**src/u16u8_pkg.sv**
```systemverilog
`timescale 1ns / 1ps
// Package for the UTF-16 to UTF-8 transcoder: queue entry type, code constants
// and the UTF-8 encoder function. No dependencies.
package u16u8_pkg;

  localparam logic [15:0] HI_SURR_FIRST = 16'hD800;
  localparam logic [15:0] HI_SURR_LAST  = 16'hDBFF;
  localparam logic [20:0] SUPP_BASE     = 21'h10000;
  localparam logic [20:0] LIM_ONE       = 21'h00080;
  localparam logic [20:0] LIM_TWO       = 21'h00800;
  localparam logic [20:0] LIM_THREE     = 21'h10000;
  localparam logic [7:0]  LEAD_TWO      = 8'hC0;
  localparam logic [7:0]  LEAD_THREE    = 8'hE0;
  localparam logic [7:0]  LEAD_FOUR     = 8'hF0;
  localparam logic [7:0]  CONT_MARK     = 8'h80;

  typedef logic [1:0] run_idx_t;

  localparam run_idx_t RUN_ONE   = 2'd0;
  localparam run_idx_t RUN_TWO   = 2'd1;
  localparam run_idx_t RUN_THREE = 2'd2;
  localparam run_idx_t RUN_FOUR  = 2'd3;

  // One queued result run: up to four bytes, index of the final byte,
  // stream-end and error flags.
  typedef struct packed {
    logic [3:0][7:0] bytes;
    run_idx_t        last_idx;
    logic            stream_end;
    logic            error;
  } run_t;

  function automatic run_t encode_cp(input logic [20:0] cp, input logic stream_end);
    run_t r;
    r            = '0;
    r.stream_end = stream_end;
    r.error      = 1'b0;
    if (cp < LIM_ONE) begin
      r.bytes[0] = cp[7:0];
      r.last_idx = RUN_ONE;
    end else if (cp < LIM_TWO) begin
      r.bytes[0] = LEAD_TWO | {3'b000, cp[10:6]};
      r.bytes[1] = CONT_MARK | {2'b00, cp[5:0]};
      r.last_idx = RUN_TWO;
    end else if (cp < LIM_THREE) begin
      r.bytes[0] = LEAD_THREE | {4'b0000, cp[15:12]};
      r.bytes[1] = CONT_MARK | {2'b00, cp[11:6]};
      r.bytes[2] = CONT_MARK | {2'b00, cp[5:0]};
      r.last_idx = RUN_THREE;
    end else begin
      r.bytes[0] = LEAD_FOUR | {5'b00000, cp[20:18]};
      r.bytes[1] = CONT_MARK | {2'b00, cp[17:12]};
      r.bytes[2] = CONT_MARK | {2'b00, cp[11:6]};
      r.bytes[3] = CONT_MARK | {2'b00, cp[5:0]};
      r.last_idx = RUN_FOUR;
    end
    return r;
  endfunction

  function automatic run_t error_run();
    run_t r;
    r            = '0;
    r.last_idx   = RUN_ONE;
    r.stream_end = 1'b1;
    r.error      = 1'b1;
    return r;
  endfunction

endpackage

```
**src/u16u8_ifs.sv**
```systemverilog
`timescale 1ns / 1ps
// Valid/ready channel interfaces for the UTF-16 byte input and UTF-8 output.
// No dependencies.
interface u16u8_byte_if;
  logic       valid;
  logic       ready;
  logic [7:0] data_byte;
  logic       last_byte;

  modport source(output valid, data_byte, last_byte, input ready);
  modport sink(input valid, data_byte, last_byte, output ready);
endinterface

interface u16u8_utf8_if;
  logic       valid;
  logic       ready;
  logic [7:0] utf8_byte;
  logic       run_last;
  logic       stream_end;
  logic       error;

  modport source(output valid, utf8_byte, run_last, stream_end, error, input ready);
  modport sink(input valid, utf8_byte, run_last, stream_end, error, output ready);
endinterface

```
**src/u16u8_front.sv**
```systemverilog
`timescale 1ns / 1ps
// Front end: pairs input bytes into code units, joins surrogate pairs and
// encodes each code point into a queued run. Uses u16u8_pkg and u16u8_byte_if.
module u16u8_front (
  input  logic             clk,
  input  logic             rst,
  input  logic             big_endian,
  u16u8_byte_if.sink       utf16,
  input  logic             q_full,
  output logic             q_push,
  output u16u8_pkg::run_t  q_data
);

  logic [7:0]  pending_byte;
  logic        have_half_unit;
  logic        in_pair;
  logic [9:0]  held_high_bits;

  logic [7:0]  pending_byte_next;
  logic        have_half_unit_next;
  logic        in_pair_next;
  logic [9:0]  held_high_bits_next;

  logic        take;
  logic [15:0] unit;
  logic [20:0] cp;
  logic        is_high;

  assign utf16.ready = !q_full;
  assign take        = utf16.valid && utf16.ready;

  assign unit    = big_endian ? {pending_byte, utf16.data_byte}
                              : {utf16.data_byte, pending_byte};
  assign is_high = (unit >= u16u8_pkg::HI_SURR_FIRST) && (unit <= u16u8_pkg::HI_SURR_LAST);
  assign cp      = in_pair ? (u16u8_pkg::SUPP_BASE + {1'b0, held_high_bits, unit[9:0]})
                           : {5'b00000, unit};

  always_comb begin
    pending_byte_next   = pending_byte;
    have_half_unit_next = have_half_unit;
    in_pair_next        = in_pair;
    held_high_bits_next = held_high_bits;
    q_push              = 1'b0;
    q_data              = u16u8_pkg::encode_cp(cp, utf16.last_byte);
    if (take) begin
      if (!have_half_unit) begin
        if (utf16.last_byte) begin
          q_push = 1'b1;
          q_data = u16u8_pkg::error_run();
        end else begin
          pending_byte_next   = utf16.data_byte;
          have_half_unit_next = 1'b1;
        end
      end else begin
        have_half_unit_next = 1'b0;
        pending_byte_next   = '0;
        if (in_pair) begin
          in_pair_next        = 1'b0;
          held_high_bits_next = '0;
          q_push              = 1'b1;
        end else if (is_high) begin
          if (utf16.last_byte) begin
            q_push = 1'b1;
            q_data = u16u8_pkg::error_run();
          end else begin
            in_pair_next        = 1'b1;
            held_high_bits_next = unit[9:0];
          end
        end else begin
          q_push = 1'b1;
        end
      end
      // drop all stream state at the end of the buffer
      if (utf16.last_byte) begin
        pending_byte_next   = '0;
        have_half_unit_next = 1'b0;
        in_pair_next        = 1'b0;
        held_high_bits_next = '0;
      end
    end
  end

  always_ff @(posedge clk) begin
    if (rst) begin
      pending_byte   <= '0;
      have_half_unit <= 1'b0;
      in_pair        <= 1'b0;
      held_high_bits <= '0;
    end else begin
      pending_byte   <= pending_byte_next;
      have_half_unit <= have_half_unit_next;
      in_pair        <= in_pair_next;
      held_high_bits <= held_high_bits_next;
    end
  end

  a_end_clears: assert property (@(posedge clk) disable iff (rst)
    (take && utf16.last_byte) |=> (!have_half_unit && !in_pair))
    else $error("stream state not cleared after final byte");

  a_pair_on_unit: assert property (@(posedge clk) disable iff (rst)
    $rose(in_pair) |-> (!have_half_unit && $past(have_half_unit)))
    else $error("high surrogate held without a completed unit");

endmodule

```
**src/u16u8_queue.sv**
```systemverilog
`timescale 1ns / 1ps
// Short run queue between front and back ends.
// Uses u16u8_pkg for the entry type.
module u16u8_queue #(
  parameter int DEPTH = 2
) (
  input  logic             clk,
  input  logic             rst,
  input  logic             push,
  input  u16u8_pkg::run_t  push_data,
  output logic             full,
  input  logic             pop,
  output logic             not_empty,
  output u16u8_pkg::run_t  pop_data
);

  localparam int PW = $clog2(DEPTH);
  localparam int CW = $clog2(DEPTH + 1);
  localparam logic [PW-1:0] LAST_PTR = PW'(DEPTH - 1);
  localparam logic [CW-1:0] FULL_CNT = CW'(DEPTH);

  u16u8_pkg::run_t entries [DEPTH];
  logic [PW-1:0]   wr_ptr;
  logic [PW-1:0]   rd_ptr;
  logic [CW-1:0]   count;
  logic            do_push;
  logic            do_pop;

  assign full      = (count == FULL_CNT);
  assign not_empty = (count != '0);
  assign do_push   = push && !full;
  assign do_pop    = pop && not_empty;
  assign pop_data  = entries[rd_ptr];

  always_ff @(posedge clk) begin
    if (do_push) begin
      entries[wr_ptr] <= push_data;
    end
  end

  always_ff @(posedge clk) begin
    if (rst) begin
      wr_ptr <= '0;
      rd_ptr <= '0;
      count  <= '0;
    end else begin
      if (do_push) begin
        wr_ptr <= (wr_ptr == LAST_PTR) ? '0 : wr_ptr + 1'b1;
      end
      if (do_pop) begin
        rd_ptr <= (rd_ptr == LAST_PTR) ? '0 : rd_ptr + 1'b1;
      end
      if (do_push && !do_pop) begin
        count <= count + 1'b1;
      end else if (do_pop && !do_push) begin
        count <= count - 1'b1;
      end
    end
  end

  a_count_up: assert property (@(posedge clk) disable iff (rst)
    (do_push && !do_pop) |=> (count == $past(count) + 1'b1))
    else $error("queue count did not advance on transfer in");

endmodule

```
**src/u16u8_back.sv**
```systemverilog
`timescale 1ns / 1ps
// Back end: takes runs from the queue and serializes them one UTF-8 byte
// per output transfer. Uses u16u8_pkg and u16u8_utf8_if.
module u16u8_back (
  input  logic             clk,
  input  logic             rst,
  input  logic             q_not_empty,
  input  u16u8_pkg::run_t  q_data,
  output logic             q_pop,
  u16u8_utf8_if.source     utf8
);

  u16u8_pkg::run_t  cur;
  logic             busy;
  u16u8_pkg::run_idx_t idx;
  logic             fire;
  logic             at_last;

  assign fire    = utf8.valid && utf8.ready;
  assign at_last = (idx == cur.last_idx);
  assign q_pop   = q_not_empty && (!busy || (fire && at_last));

  assign utf8.valid      = busy;
  assign utf8.utf8_byte  = cur.bytes[idx];
  assign utf8.run_last   = at_last && !cur.error;
  assign utf8.stream_end = at_last && cur.stream_end;
  assign utf8.error      = cur.error;

  always_ff @(posedge clk) begin
    if (q_pop) begin
      cur <= q_data;
    end
  end

  always_ff @(posedge clk) begin
    if (rst) begin
      busy <= 1'b0;
      idx  <= '0;
    end else if (q_pop) begin
      busy <= 1'b1;
      idx  <= '0;
    end else if (fire) begin
      if (at_last) begin
        busy <= 1'b0;
      end else begin
        idx <= idx + 1'b1;
      end
    end
  end

  a_idx_bound: assert property (@(posedge clk) disable iff (rst)
    busy |-> (idx <= cur.last_idx))
    else $error("byte index past end of run");

  a_error_run: assert property (@(posedge clk) disable iff (rst)
    (busy && cur.error) |-> (cur.last_idx == u16u8_pkg::RUN_ONE && utf8.utf8_byte == 8'h00
                             && utf8.stream_end))
    else $error("malformed error result");

endmodule

```
**src/utf16_to_utf8_transcoder.sv**
```systemverilog
`timescale 1ns / 1ps
// Top level of the UTF-16 to UTF-8 transcoder: front end, run queue, back end
// and the byte-order register. Uses u16u8_pkg, u16u8_ifs and the three submodules.
//
//   channel   dir  handshake     payload
//   utf16     in   valid/ready   data_byte[7:0], last_byte
//   utf8      out  valid/ready   utf8_byte[7:0], run_last, stream_end, error
//   cfg       in   cfg_write     cfg_data = big_endian
//
// One input byte is taken per cycle while the queue has room; a code point's
// run enters the queue in the cycle the second byte of its last code unit is taken.
// The back end sends one UTF-8 byte per cycle while utf8.ready is high, so a
// code point costs 1 to 4 output bytes (3 per 2-byte unit on a 3-byte BMP
// stream, where output serialization sets the sustained rate). Reset (rst,
// synchronous) clears stream state, the queue and big_endian. An output stall
// fills the queue, then drops utf16.ready.
module utf16_to_utf8_transcoder #(
  parameter int QUEUE_DEPTH = 2
) (
  input  logic          clk,
  input  logic          rst,
  input  logic          cfg_write,
  input  logic          cfg_data,
  u16u8_byte_if.sink    utf16,
  u16u8_utf8_if.source  utf8
);

  logic            big_endian;
  logic            q_push;
  logic            q_full;
  logic            q_pop;
  logic            q_not_empty;
  u16u8_pkg::run_t q_in;
  u16u8_pkg::run_t q_out;

  always_ff @(posedge clk) begin
    if (rst) begin
      big_endian <= 1'b0;
    end else if (cfg_write) begin
      big_endian <= cfg_data;
    end
  end

  u16u8_front u_front (
    .clk        (clk),
    .rst        (rst),
    .big_endian (big_endian),
    .utf16      (utf16),
    .q_full     (q_full),
    .q_push     (q_push),
    .q_data     (q_in)
  );

  u16u8_queue #(
    .DEPTH (QUEUE_DEPTH)
  ) u_queue (
    .clk       (clk),
    .rst       (rst),
    .push      (q_push),
    .push_data (q_in),
    .full      (q_full),
    .pop       (q_pop),
    .not_empty (q_not_empty),
    .pop_data  (q_out)
  );

  u16u8_back u_back (
    .clk         (clk),
    .rst         (rst),
    .q_not_empty (q_not_empty),
    .q_data      (q_out),
    .q_pop       (q_pop),
    .utf8        (utf8)
  );

endmodule
```
**src/flat_wrapper.sv**
```systemverilog
// flat-port wrapper written by rule: the top's interface ports become plain ports
module utf16_to_utf8_transcoder_flat 
#(
  parameter int QUEUE_DEPTH = 2
)
  (clk, rst, cfg_write, cfg_data, utf16_valid, utf16_data_byte, utf16_last_byte, utf16_ready, utf8_valid, utf8_utf8_byte, utf8_run_last, utf8_stream_end, utf8_error, utf8_ready);
  u16u8_byte_if utf16_i ();
  u16u8_utf8_if utf8_i ();
  input  logic clk;
  input  logic rst;
  input  logic cfg_write;
  input  logic cfg_data;
  input wire logic [$bits(utf16_i.valid)-1:0] utf16_valid;
  input wire logic [$bits(utf16_i.data_byte)-1:0] utf16_data_byte;
  input wire logic [$bits(utf16_i.last_byte)-1:0] utf16_last_byte;
  output wire logic [$bits(utf16_i.ready)-1:0] utf16_ready;
  output wire logic [$bits(utf8_i.valid)-1:0] utf8_valid;
  output wire logic [$bits(utf8_i.utf8_byte)-1:0] utf8_utf8_byte;
  output wire logic [$bits(utf8_i.run_last)-1:0] utf8_run_last;
  output wire logic [$bits(utf8_i.stream_end)-1:0] utf8_stream_end;
  output wire logic [$bits(utf8_i.error)-1:0] utf8_error;
  input wire logic [$bits(utf8_i.ready)-1:0] utf8_ready;
  assign utf16_i.valid = utf16_valid;
  assign utf16_i.data_byte = utf16_data_byte;
  assign utf16_i.last_byte = utf16_last_byte;
  assign utf16_ready = utf16_i.ready;
  assign utf8_valid = utf8_i.valid;
  assign utf8_utf8_byte = utf8_i.utf8_byte;
  assign utf8_run_last = utf8_i.run_last;
  assign utf8_stream_end = utf8_i.stream_end;
  assign utf8_error = utf8_i.error;
  assign utf8_i.ready = utf8_ready;
  utf16_to_utf8_transcoder #(.QUEUE_DEPTH(QUEUE_DEPTH)) u_core (.clk(clk), .rst(rst), .cfg_write(cfg_write), .cfg_data(cfg_data), .utf16(utf16_i), .utf8(utf8_i));
endmodule
```
**config.mk**
```make
export PLATFORM = sky130hd
export DESIGN_NAME = utf16_to_utf8_transcoder_flat
export DESIGN_NICKNAME = d
export VERILOG_FILES = /design/src/u16u8_pkg.sv /design/src/u16u8_ifs.sv /design/src/u16u8_front.sv /design/src/u16u8_queue.sv /design/src/u16u8_back.sv /design/src/utf16_to_utf8_transcoder.sv /design/src/flat_wrapper.sv
export SDC_FILE = /design/constraint.sdc
export NUM_CORES = 1
export LEC_CHECK = 0
export BUFFER_PORTS_ARGS = -buffer_cell sky130_fd_sc_hd__buf_4
export CAP_MARGIN = 5
export CORE_UTILIZATION = 25
export DETAILED_ROUTE_END_ITERATION = 6
export HOLD_SLACK_MARGIN = 0.08
export PLACE_DENSITY = 0.44
export RECOVER_POWER = 50
export SLEW_MARGIN = 15
export SYNTH_ARGS = -nofsm -noshare
export SYNTH_HDL_FRONTEND = slang
export SYNTH_SLANG_ARGS = --single-unit
```
**constraint.sdc**
```tcl
create_clock -name clk -period 7.9 [get_ports clk]
set_clock_uncertainty 0.1 [all_clocks]
set_input_delay 0.79 -clock clk [delete_from_list [all_inputs] [get_ports clk]]
set_output_delay 0.79 -clock clk [all_outputs]
set_load 0.01 [all_outputs]
```
Yosys cells after proc, flatten, opt, wreduce, memory -nomap -nowiden
Memory sizes are Yosys's and may differ from the RTL's. A register that Yosys moved wholly into a read port is not among the register bits.
Index checks and enable logic that the tools add are counted.
W data, S select, Z words.
Storage, ports and cells
  memory bits (writable): 72
  output and inout port bits: 13
  latch bits: 0
  memories kept: 1
  logic and storage cells: 95
  bits in read-only memories: 0
  register bits: 28
Memories
  u_core.u_queue.entries: depth 2, width 36, rd ports 1, clocked after Yosys merged registers in 1, write ports 1, RTL line u16u8_queue.sv:22  | u16u8_pkg::run_t entries [DEPTH];
Operators by class
  add/sub/neg operators: 6
  shift operators: 0
  magnitude comparators: 6
  multipliers: 0
  divide/modulo/power cells: 0
  multiplexer cells: 41
  equal/unequal tests: 2
  bitwise gates (word level): 1
  reduce and logical (&&, ||, !) cells: 28
Operator list (count)
  $mux W36: 5
  $mux W10: 5
  $mux W24: 2
  $mux W16: 2
  $mux W8: 4
  $add A17 B20 Y21 const A: 1
  $lt A21 B12 Y1 const B: 1
  $lt A21 B17 Y1 const B: 1
  $lt A21 B8 Y1 const B: 1
  $mux W21: 1
  $mux W1: 18
  $mux W18: 1
  $bmux W8 S2: 1
  $ge A16 B16 Y1 const B: 1
  $le A16 B16 Y1 const B: 1
  $logic_and A1 B1 Y1: 11
  $reduce_bool A2 Y1: 5
  $reduce_and A2 Y1: 3
  $logic_not A1 Y1: 5
  $add A2 B1 Y2 const B: 2
  $mux W2: 2
  $lt A2 B3 Y1 const B: 1
  $reduce_and A3 Y1: 1
  $reduce_bool A3 Y1: 1
  other kinds (7): 8

Depth between registers and ports, before layout
Gate-level depths: netlist of the first run.
  depth in word-level cells: 12
  mapped depth: 11
  mapped depth without buffers: 9

Cells and area by module
From an unflattened synthesis of the first run, not the netlist that was laid out.
Unflattened totals
  cells, all modules: 443
  area, all modules: 6211.0 um^2
By module, submodules not included
  u16u8_queue: times used 1, cells an instance 137, area an instance 2815.2 um^2
  u16u8_front: times used 1, cells an instance 232, area an instance 1871.8 um^2
  u16u8_back: times used 1, cells an instance 71, area an instance 1490.2 um^2
  utf16_to_utf8_transcoder: times used 1, cells an instance 3, area an instance 33.8 um^2

Worst setup path after synthesis of the first run
OpenSTA, ideal clock, no wires.
  kind: reg-to-reg
  start: reg u_core.u_back.idx[1]
  end: reg u_core.u_queue.count[1]
  cell stages (with the launch flop): 9
  data required time: 7730 ps
  data arrival time: 3712 ps
  path buffers: 1
  setup slack: 4017 ps
  setup time: 70 ps
  cell sequence: dfxtp_1 clkbuf_1 xnor2_1 nand3_1 a21oi_1 inv_1 ha_1 or3_1 a21oi_1
Between the ends
  longest elaborated chain between the ends: 8
  elaborated cells on any way between the ends: 10
RTL lines
  from (decl): RTL line u16u8_back.sv:15  | u16u8_pkg::run_idx_t idx;
  from (signal assigned): RTL line u16u8_back.sv:46  | idx <= idx + 1'b1;
  $eq A2 B2 Y1 *: RTL line u16u8_back.sv:20  | assign at_last = (idx == cur.last_idx);
  $logic_and A1 B1 Y1 *: RTL line u16u8_back.sv:21  | assign q_pop = q_not_empty && (!busy || (fire && at_last));
  $logic_or A1 B1 Y1 *: RTL line u16u8_back.sv:21
  $logic_and A1 B1 Y1 *: RTL line u16u8_back.sv:21
  net u_core.q_pop: RTL line utf16_to_utf8_transcoder.sv:31  | logic q_pop;
  $logic_and A1 B1 Y1 *: RTL line u16u8_queue.sv:32  | assign do_pop = pop && not_empty;
  $logic_not A1 Y1: RTL line u16u8_queue.sv:53  | if (do_push && !do_pop) begin
  $logic_and A1 B1 Y1: RTL line u16u8_queue.sv:53
  $mux W2 or $reduce_bool A2 Y1 (tied branches)
  to (signal assigned): RTL line u16u8_queue.sv:54  | count <= count + 1'b1;
  to (signal assigned): RTL line u16u8_queue.sv:56  | count <= count - 1'b1;
  to (decl): RTL line u16u8_queue.sv:25  | logic [CW-1:0] count;
The timed path passes the listed nets; every way through them passes the cells marked *.
A chain may end at the register's enable or synchronous reset.

Worst setup path after layout of the first run
  start: reg u_core.u_back.idx[0]
  end: reg u_core.u_queue.count[1]
Same word-level chain as after synthesis.

==> results by group, run 1 <==
Timing
  • Slew headroom: -29.4%
  • Max Freq: 248 MHz
  • RSZ-0062 raised after global routing: no
  • Final critical-path share of the clock period: 51.1%
  • Worst slew pin tran: 1940 ps
  • Slew Limit Fails: between 90 and 100
  • Period minus WS final: 4030 ps
  • Setup WS post-layout: around 3900 ps
  • Final hold violations: 0
  • Setup Total Neg Slack: 0 ps
  • Final setup fails: 0

Global route
  • First-pass GRT wire length: 19700 µm
  • GRT Util Overall: 11.3%
  • Initial antenna violation count: 0
  • Largest net degree at the start of global routing: 37
  • Aggregate global routing overflow: 0
  • Vias in the first global route: 3510

Clock network
  • Clk slew on worst S/H paths: about 50 ps
  • Later-pin clock latency in the skew report: 410 ps
  • # clock sinks: 124
  • H-Tree Depth: 4
  • CTS Root Cell: clkbuf_16
  • # hold bufs at CTS: 0
  • Post-CTS setup buffer count: 0
  • CTS tree: built
  • Longest Clk Path Bufs: 2
  • Post-CTS sizing: 0
  • CTS buffer count: 17

Logic synthesis
  • Syn_nets: between 400 and 500
  • Synth Area per Inst: 12.9 µm²
  • Warnings from Yosys: 0
  • Mapped cell area: approximately 5700 µm²
  • Synth cell types: 47
  • Post-synthesis sequential area ratio: slightly above 60%
  • Synth Register Bits: between 100 and 150
  • Mapped Cells: 439

Drt
  • DRC: 1
  • Final WL: 12200 µm
  • Vias after detailed routing: 3409
  • Vias per cell: 4.49
  • 1st-pass router iterations: 7
  • Initial DRC count: 192
  • Post-route ant nets: 0
  • DR WL/cell: 16.1 µm

Worst setup path
  • CP Launch Type: flop
  • Crit path buffers/inverters: 2
  • Critical path peak fanout: 36
  • Critical Path, Cell by Cell: xnor2_1, nand3_1, a21oi_4, clkbuf_1, inv_1, ha_1, or3_1, a21oi_1
  • CP delay by family, top: buffers and inverters
  • Worst path max stage delay: between 1000 and 1500 ps
  • Worst setup EP type: flop
  • Reg2Reg Setup Slack: 3870 ps
  • CP max-delay cell: clkbuf_1
  • Crit path kind: reg2reg
  • WP data arrival: ~4300 ps
  • Worst EP required: 8140 ps

Final layout
  • Area Growth Syn to Fin: 17.9%
  • Commonest non-fill, non-tap cells in the layout: edfxtp_1 (96), nand2_1 (45), mux2_2 (33), dfxtp_1 (28)
  • Total Nets Final: a little under 500
  • Commonest non-fill, non-tap cell in the layout: edfxtp_1
  • Share of cells above drive strength 1: 21.7%
  • Diodes inserted: 0

Run
  • Max Cap Violations: 3

Place
  • Pre-CTS WS: 4640 ps
  • RePlAce Congestion: 0.836
  • IO Port Bufs: 27
  • Post-DP HPWL: 8600 µm

Floorplanning
  • Row count: 54
  • Die height: 152 µm
  • Io pins: 28
  • DIE AREA: 23300 µm²
  • Die width: 152 µm
  • Core ar.: approximately 22000 µm²
  • Initial Utilization: around 26%

Hold path
  • HP Class: reg2reg

Power
  • Peak supply drop: 0.153 mV
  • Lkg Pwr: 2.22 nW
  • Overall power: ~2.0 mW
  • Power Dens Cells: between 300 and 400 nW/µm²

Status
  • Outcome: finished, violations left
  • Violated checks: DRC, capacitance limit, slew limit
[state kept, by name, summed over array words and instances, names as in the netlist, 2 cells and up]
register and flops:
u_core.u_queue.entries 64, u_core.u_back.cur 31, u_core.u_front.held_high_bits 10, u_core.u_front.pending_byte 8, u_core.u_back.idx 2, u_core.u_queue.count 2
[final timing paths]
check / from / endpoint / cells after the start
max: u_core.u_back.idx[0] / u_core.u_queue.count[1] / 8
min: u_core.u_front.held_high_bits[2] / u_core.u_front.held_high_bits[2] / 2
min reg2reg: u_core.u_front.held_high_bits[2] / u_core.u_front.held_high_bits[2] / 2
max reg2reg: u_core.u_back.idx[0] / u_core.u_queue.count[1] / 8
[area by class of cell]
cell class / instances / area [µm²]
clock inverter: 11 / 121
timing repair buffer: 35 / 225
tap: 280 / 350
multi-input combinational: 283 / 2070
inverter: 7 / 26.3
sequential: 124 / 3440
fill: 2270 / 15300
clock buffer: 20 / 437
[synth_stat cells, drive strengths merged]
cell     instances  area (µm²)
a2111oi          1        15.0
a211oi           2        15.0
a21oi           27         135
a221oi           1        8.76
a22oi            4        30.0
a31oi            6        37.5
a32o             1        10.0
and2             3        18.8
and3             1        6.26
and3b            1        8.76
buf              9        68.8
clkbuf          16        60.1
dfxtp           28         561
edfxtp          96        2880
ha               2        25.0
inv              7        26.3
mux2            44         507
mux2i           25         267
mux4             7         158
nand2           45         169
nand2b          17         106
nand3           20         105
nand4            4        25.0
nand4b           1        8.76
nand4bb          1        11.3
nor2            27         104
nor2b            3        18.8
nor3             5        25.0
nor3b            1        7.51
nor4             1        21.3
o21a             3        22.5
o21ai           12        60.1
o31ai            1        7.51
or2              5        31.3
or3              2        12.5
or4              1        7.51
xnor2            4        35.0
xor2             5        43.8
[per-stage QoR]
step	instance area (µm²)	instances	utilization [%]	hold slack [ps]
6_report	6680	760	30.3	386
5_1_grt	6680	760	30.3	418
4_1_cts	6720	760	30.5	389
3_5_place_dp	6160	729	28.0	373
3_3_place_gp	6160	729	28.0	365
2_1_floorplan	5660	439	-	348
[worst min-delay path, cell delays in order, from the launching register on]
cell and delay, ps:
dfxtp_1 310, nand2b_1 70, mux2i_1 60
[metal layers]
layer  part of all wire [%]  wire (µm)  vias up  global-route usage (%)
met5                      0          0        -                       0
met4                   0.83        102        0                    3.75
met3                    3.9        483        9                    4.04
met2                     47       5750       69                    17.6
met1                     48       5920     1652                    14.6
li1                       -          -     1679                       -
[report_power, final]
group	total, mW	switching [mW]	internal, mW
Sequential	0.904	0.0463	0.857
Combinational	0.400	0.229	0.171
Clock	0.730	0.269	0.460
Total	2.03	0.544	1.49
[logic make-up after synthesis]
logic type,after synthesis,synth area share [%]
buffers and inverters,32,2.74
muxes,76,16.4
and+or+nand+nor,138,12.1
xor gates and xnor gates,9,1.39
AOI/OAI and AO/OA,58,6.03
adders and majority gates,2,0.442
DFF,124,60.8
No activity file was read; power rests on OpenSTA's default activity.
==> inputs of run 2 (changes only) <==
==> constraint.sdc (replaced) <==
create_clock -name clk -period 3.8 [get_ports clk]
set_clock_uncertainty 0.1 [all_clocks]
set_input_delay 0.38 -clock clk [delete_from_list [all_inputs] [get_ports clk]]
set_output_delay 0.38 -clock clk [all_outputs]
set_load 0.01 [all_outputs]
==> run 2 against run 1 <==
  * The flow still finishes with violations (DRC, capacitance limit, slew limit)
  * Critical path type unchanged
  * First-iteration DRC count grew 13%
  * Utilization barely moved
  * Largest power group unchanged
  * Sequential power increased by 100%
  * Highest routed layer unchanged
  * Register-to-register slack got worse by 3400 ps
  * Clock power is 120% higher
  * Critical endpoint is now u_core.u_queue.entries[0][17]
==> results by group, run 2 (synthesis gave the netlist of run 1 again) <==
Power
  • Switching Power: 1.15 mW (+110%)
  • Internal power: 3.12 mW (+110%)
  • Clock Power Share: 37.2% (+1.3 points)
  • Peak supply drop: 0.328 mV (+110%)
  • Overall power: 4.27 mW (+110%)
  • Net Sw Frac: 26.9% (+0.10 points)
  • Reg power frac: 43.4% (-1.0 points)
  • Lkg Pwr: 2.23 nW (+0.34%)
  • Power Dens Cells: 638 nW/µm² (+110%)
  • Combinational power share: 19.4% (-0.3 points)

Floorplanning
  • DIE AREA: 23300 µm² (unchanged)
  • Initial Utilization: 25.7% (unchanged)
  • Io pins: 28 (unchanged)
  • Die width: 152 µm (unchanged)
  • Die height: 152 µm (unchanged)
  • Core ar.: 22000 µm² (unchanged)
  • Row count: 54 (unchanged)

Worst setup path
  • Crit path buffers/inverters: 1 (-1)
  • Worst path max stage delay: 590 ps (-810 ps)
  • CP delay by family, top: simple AND/OR/NAND/NOR gates
  • WP data arrival: 3340 ps (-930 ps)
  • Crit path kind: reg2reg
  • CP Launch Type: flop
  • Critical Path, Cell by Cell: clkbuf_1, mux2_4, mux2i_4, nand3_2, nor4_4, or2_1, a221oi_1
  • CP max-delay cell: dfxtp_1
  • Critical path peak fanout: 15 (-58%)
  • Worst setup EP type: flop
  • Worst EP required: 3820 ps (-4320 ps)

Final layout
  • Commonest non-fill, non-tap cells in the layout: edfxtp_1 (96), nand2_1 (45), mux2_2 (32), dfxtp_1 (28), a21oi_1 (27)
  • Diodes inserted: 0 (unchanged)
  • Final non-filler cell total: 764 (+0.53%)
  • Share of cells above drive strength 1: 20.2% (-1.4 points)
  • Commonest non-fill, non-tap cell in the layout: edfxtp_1
  • Layout fillers: 2271 (+0.044%)
  • Largest register FFs: 64 (unchanged)
  • Largest regs: u_core.u_queue.entries x64, u_core.u_back.cur x31, u_core.u_front.held_high_bits x10
  • Total Nets Final: 488 (+0.62%)
  • Largest register by flop count: u_core.u_queue.entries
  • Area Growth Syn to Fin: 18.1%

Drt
  • Initial DRC count: 216 (+13%)
  • 1st-pass router iterations: 7 (unchanged)
  • DR WL/cell: 16.6 µm (+2.7%)
  • Final WL: 12700 µm (+3.3%)
  • Vias after detailed routing: 3426 (+0.50%)
  • DRC: 1 (unchanged)
  • Post-route ant nets: 0 (unchanged)
  • Vias per cell: 4.48 (about the same)

Timing
  • Setup Total Neg Slack: 0 ps (unchanged)
  • Worst slew pin tran: 1940 ps (-0.855 ps)
  • Slew headroom: -29.3% (+0.057 points)
  • Final critical-path share of the clock period: 87.6% (+37 points)
  • WHS: 112 ps (-275 ps)
  • Max Freq: 300 MHz (+21%)
  • RSZ-0062 raised after global routing: no
  • Final hold violations: 0 (unchanged)
  • Slew Limit Fails: 33 (-66%)
  • Final setup fails: 0 (unchanged)
  • Period minus WS final: 3330 ps (-706 ps)

Place
  • IO Port Bufs: 27 (unchanged)
  • RePlAce Congestion: 0.839 (+0.38%)
  • Placed insts: 731 (+0.27%)
  • Post-DP HPWL: 8710 µm (+1.3%)

Global route
  • Largest net degree at the start of global routing: 36 (-2.7%)
  • Aggregate global routing overflow: 0 (unchanged)
  • Vias in the first global route: 3514 (+0.11%)
  • Initial antenna violation count: 0 (unchanged)
  • First-pass GRT wire length: 20000 µm (+1.8%)
  • GRT Util Overall: 11.4% (+0.11 points)

Clock network
  • Later-pin clock latency in the skew report: 420 ps (about the same)
  • Clk slew on worst S/H paths: 60 ps (about the same)
  • CTS tree: built
  • Longest Clk Path Bufs: 2 (unchanged)
  • # clock sinks: 124 (unchanged)
  • H-Tree Depth: 4 (unchanged)
  • CTS Root Cell: clkbuf_16
  • CTS buffer count: 17 (unchanged)

Status
  • Outcome: finished, violations left
  • Violated checks: DRC, capacitance limit, slew limit

Hold path
  • HP Class: in2reg

Run
  • Max Cap Violations: 1 (-2)
-- run 2: cell count changes in the layout (fill, tap and decap cells not counted), moves of 2 or more --
cell | before | now
clkinvlp_4 | 3 | 1
buf_4 | 25 | 18
clkbuf_1 | 13 | 18
clkinv_2 | 1 | 4
clkinv_1 | 2 | 5
-- run 2: through the flow --
| stage | util [%] | cell area [µm²] | setup slack (ps) |
|---|---|---|---|
| 2_1_floorplan | - | 5670 | 705 |
| 3_3_place_gp | 28.0 | 6170 | 812 |
| 3_5_place_dp | 28.0 | 6170 | 710 |
| 4_1_cts | 30.7 | 6760 | 684 |
| 5_1_grt | 30.4 | 6690 | 244 |
| 6_report | 30.4 | 6690 | 471 |
-- run 2: layout make-up --
| cell class | instances | area [µm²] | area share, % |
|---|---|---|---|
| Clock buffer | 17 | 425 | 6.36 |
| Clock inverter | 15 | 154 | 2.30 |
| Inverter | 7 | 26.3 | 0.393 |
| Multi-Input combinational cell | 283 | 2070 | 30.9 |
| Sequential cell | 124 | 3440 | 51.5 |
| Tap cell | 280 | 350 | 5.24 |
| Timing Repair Buffer | 38 | 218 | 3.26 |
-- run 2: what timing repair did --
item	in CTS	in global routing
endpoints found under the hold margin	1	0
resized for setup	0	0
hold buffers	1	0
buffers inserted	0	0
-- run 2: worst min-delay path: stages --
cell     delay, ps
buf_4           80
mux2i_1         60
nor2_1          70
-- run 2: per-layer routing --
metal	part of all wire [%]	global-route usage, %	vias to the layer above
li1	-	-	1686
met3	3.3	3.70	14
met5	0	0	-
met2	47	17.6	54
met4	1.3	4.38	0
met1	48	14.8	1672
-- run 2: path summary, 6_finish.rpt --
check | from | endpoint | slack (ps) | depth (start not counted)
min | cfg_write | u_core.big_endian | 110 | 3
max reg2reg | u_core.big_endian | u_core.u_queue.entries[0][17] | 470 | 7
max | u_core.big_endian | u_core.u_queue.entries[0][17] | 470 | 7
min reg2reg | u_core.u_front.held_high_bits[2] | u_core.u_front.held_high_bits[2] | 380 | 2
-- run 2: power by group through the flow --
stage	clock network (mW)	registers (mW)	logic, mW
after global placement	0	1.87	0.892
after global routing	1.68	1.87	0.920
after detailed placement	0	1.88	0.902
after floorplan	0	1.86	0.616
after CTS	1.63	1.85	0.908
final	1.59	1.85	0.827
==> inputs of run 3 (changes only) <==
--- a/config.mk
+++ b/config.mk
@@ -11,7 +11,7 @@
 export DETAILED_ROUTE_END_ITERATION = 6
 export HOLD_SLACK_MARGIN = 0.08
 export PLACE_DENSITY = 0.44
-export RECOVER_POWER = 50
+export RECOVER_POWER = 25
 export SLEW_MARGIN = 15
 export SYNTH_ARGS = -nofsm -noshare
 export SYNTH_HDL_FRONTEND = slang
==> constraint.sdc (replaced) <==
create_clock -name clk -period 3.7 [get_ports clk]
set_clock_uncertainty 0.1 [all_clocks]
set_input_delay 0.37 -clock clk [delete_from_list [all_inputs] [get_ports clk]]
set_output_delay 0.37 -clock clk [all_outputs]
set_load 0.01 [all_outputs]
==> run 3 against run 2 <==
  * Sequential power up 4%
  * Critical endpoint is now u_core.u_queue.entries[1][17]
  * Sequential share of layout area shrank 0.37 points
  * Flip-flop and latch count did not move
  * Largest power group unchanged
  * Maximum frequency is 6.4% higher
  * Cell area rose by 0.73%
  * Combinational power increased by 5.1%
  * Clock power hardly changed
  * Utilization grew 0.22 points
  * Clock-buffer cell count increased by 2
  * Worst hold slack worse by 12 ps
  * Critical path depth down 1
  * The flow finishes with violations (DRC)
==> results by group, run 3 (synthesis gave the netlist of run 1 again) <==
Place
  • Post-DP HPWL: 8630 µm (-0.93%)
  • Area of placed instances: 6180 µm² (+0.12%)
  • RePlAce Congestion: 0.825 (-1.7%)
  • IO Port Bufs: 27 (unchanged)
  • Pre-CTS WS: 605 ps (-105 ps)

Drt
  • DR WL/cell: 16.4 µm (-0.81%)
  • Vias after detailed routing: 3492 (+1.9%)
  • Initial DRC count: 170 (-21%)
  • 1st-pass router iterations: 7 (unchanged)
  • Post-route ant nets: 0 (unchanged)
  • Vias per cell: 4.56 (+1.8%)
  • Final WL: 12600 µm (-0.68%)
  • DRC: 1 (unchanged)

Final layout
  • Share of cells above drive strength 1: 23.3% (+3.1 points)
  • Area of the multi-input gates: 2070 µm² (+0.30%)
  • Register Area: 3440 µm² (unchanged)
  • Area Growth Syn to Fin: 18.9%
  • Total Nets Final: 489 (+0.20%)
  • Finished Core Util: 30.6% (+0.22 points)
  • Post-route cell area: 6730 µm² (+0.73%)
  • Commonest non-fill, non-tap cells in the layout: edfxtp_1 (96), nand2_1 (45), mux2_2 (35), buf_4 (30), dfxtp_1 (28)
  • Largest register FFs: 64 (unchanged)
  • Diodes inserted: 0 (unchanged)
  • Largest regs: u_core.u_queue.entries x64, u_core.u_back.cur x31, u_core.u_front.held_high_bits x10
  • Layout fillers: 2235 (-1.6%)
  • Largest register by flop count: u_core.u_queue.entries
  • Commonest non-fill, non-tap cell in the layout: edfxtp_1

Power
  • Peak supply drop: 0.346 mV (+5.6%)
  • Lkg Pwr: 2.26 nW (+1.7%)
  • Overall power: 4.41 mW (+3.3%)
  • Power Dens Cells: 654 nW/µm² (+2.5%)

Floorplanning
  • Row count: 54 (unchanged)
  • Core ar.: 22000 µm² (unchanged)
  • Die height: 152 µm (unchanged)
  • DIE AREA: 23300 µm² (unchanged)
  • Io pins: 28 (unchanged)
  • Die width: 152 µm (unchanged)
  • Initial Utilization: 25.7% (unchanged)

Status
  • Violated checks: DRC
  • Outcome: finished, violations left

Global route
  • GRT Util Overall: 11.2% (-0.20 points)
  • First-pass GRT wire length: 19800 µm (-1.2%)
  • Vias in the first global route: 3553 (+1.1%)
  • Aggregate global routing overflow: 0 (unchanged)
  • Initial antenna violation count: 0 (unchanged)
  • Largest net degree at the start of global routing: 36 (unchanged)

Timing
  • Period minus WS final: 3130 ps (-201 ps)
  • Setup Total Neg Slack: 0 ps (unchanged)
  • Final hold violations: 0 (unchanged)
  • Final setup fails: 0 (unchanged)
  • Slew Limit Fails: 0 (-100%)
  • Slew headroom: 13.6% (+43 points)
  • Final critical-path share of the clock period: 84.5% (-3.1 points)
  • RSZ-0062 raised after global routing: no
  • Max Freq: 320 MHz (+6.4%)
  • Setup WS post-layout: 573 ps (+101 ps)
  • Worst slew pin tran: 1300 ps (-644 ps)

Worst setup path
  • Crit path kind: reg2reg
  • Worst setup EP type: flop
  • WP data arrival: 3140 ps (-200 ps)
  • Worst EP required: 3710 ps (-110 ps)
  • CP Launch Type: flop
  • Critical path peak fanout: 15 (unchanged)

Clock network
  • # clock sinks: 124 (unchanged)
  • CTS Root Cell: clkbuf_16
  • Post-CTS setup buffer count: 0 (unchanged)
  • Longest Clk Path Bufs: 2 (unchanged)
  • CTS buffer count: 17 (unchanged)
  • Clk slew on worst S/H paths: 60 ps (about the same)
  • Later-pin clock latency in the skew report: 420 ps (about the same)
  • CTS tree: built
  • H-Tree Depth: 4 (unchanged)

Hold path
  • HP Class: in2reg

Run
  • Max Cap Violations: 0 (-1)
## run 3: cell count changes in the layout (fill, tap and decap cells not counted), moves of 2 or more
cell / change
mux2_1: -3
buf_4: +12
clkinv_2: -3
inv_6: +2
clkbuf_1: -8
clkinv_4: +3
clkinv_1: -3
mux2_2: +3
## run 3: power breakdown
group	leakage (nW)	total [mW]	internal [mW]	switching, mW
Sequential	1.12	1.92	1.82	0.102
Clock	0.277	1.62	0.995	0.622
Combinational	0.865	0.869	0.376	0.492
Total	2.26	4.41	3.19	1.22
## run 3: what timing repair did
action / CTS / global route
hold endpoints to repair: 2 / 0
hold buffers: 1 / 0
resized for setup: 0 / 0
## run 3: per-stage QoR
step / hold WS [ps] / cells
2_1_floorplan: 348 / 439
3_3_place_gp: 365 / 732
3_5_place_dp: 366 / 732
4_1_cts: 81.8 / 765
5_1_grt: 128 / 765
6_report: 99.8 / 765
## run 3: routing by layer
| metal | vias up | global-route usage, % | share of wire [%] |
|---|---|---|---|
| met1 | 1725 | 14.5 | 50 |
| met3 | 12 | 3.33 | 3.0 |
| met4 | 0 | 4.52 | 1.6 |
| met2 | 64 | 17.6 | 46 |
| li1 | 1691 | - | - |
| met5 | - | 0 | 0 |
## run 3: layout make-up
cell class | instances | area share (%)
repair buffers | 39 | 3.94
multi-input cells | 283 | 30.8
clock inverters | 13 | 2.10
flip-flops and latches | 124 | 51.1
inverters | 7 | 0.390
clock buffers | 19 | 6.43
well taps | 280 | 5.20
## run 3: worst max-delay path: stages (launching register included)
cell and delay [ps]:
dfxtp_1 630, mux2i_1 260, o21ai_1 120, or4_1 720, nor4_4 310, or2_1 530
a221oi_1 140
## run 3: worst paths after layout
check / slack [ps] / from / to / cells past startpoint
setup reg to reg: 570 / u_core.big_endian / u_core.u_queue.entries[1][17] / 6
setup / recovery: 570 / u_core.big_endian / u_core.u_queue.entries[1][17] / 6
hold / removal: 100 / cfg_data / u_core.big_endian / 3
hold reg to reg: 390 / u_core.u_front.held_high_bits[3] / u_core.u_front.held_high_bits[3] / 2
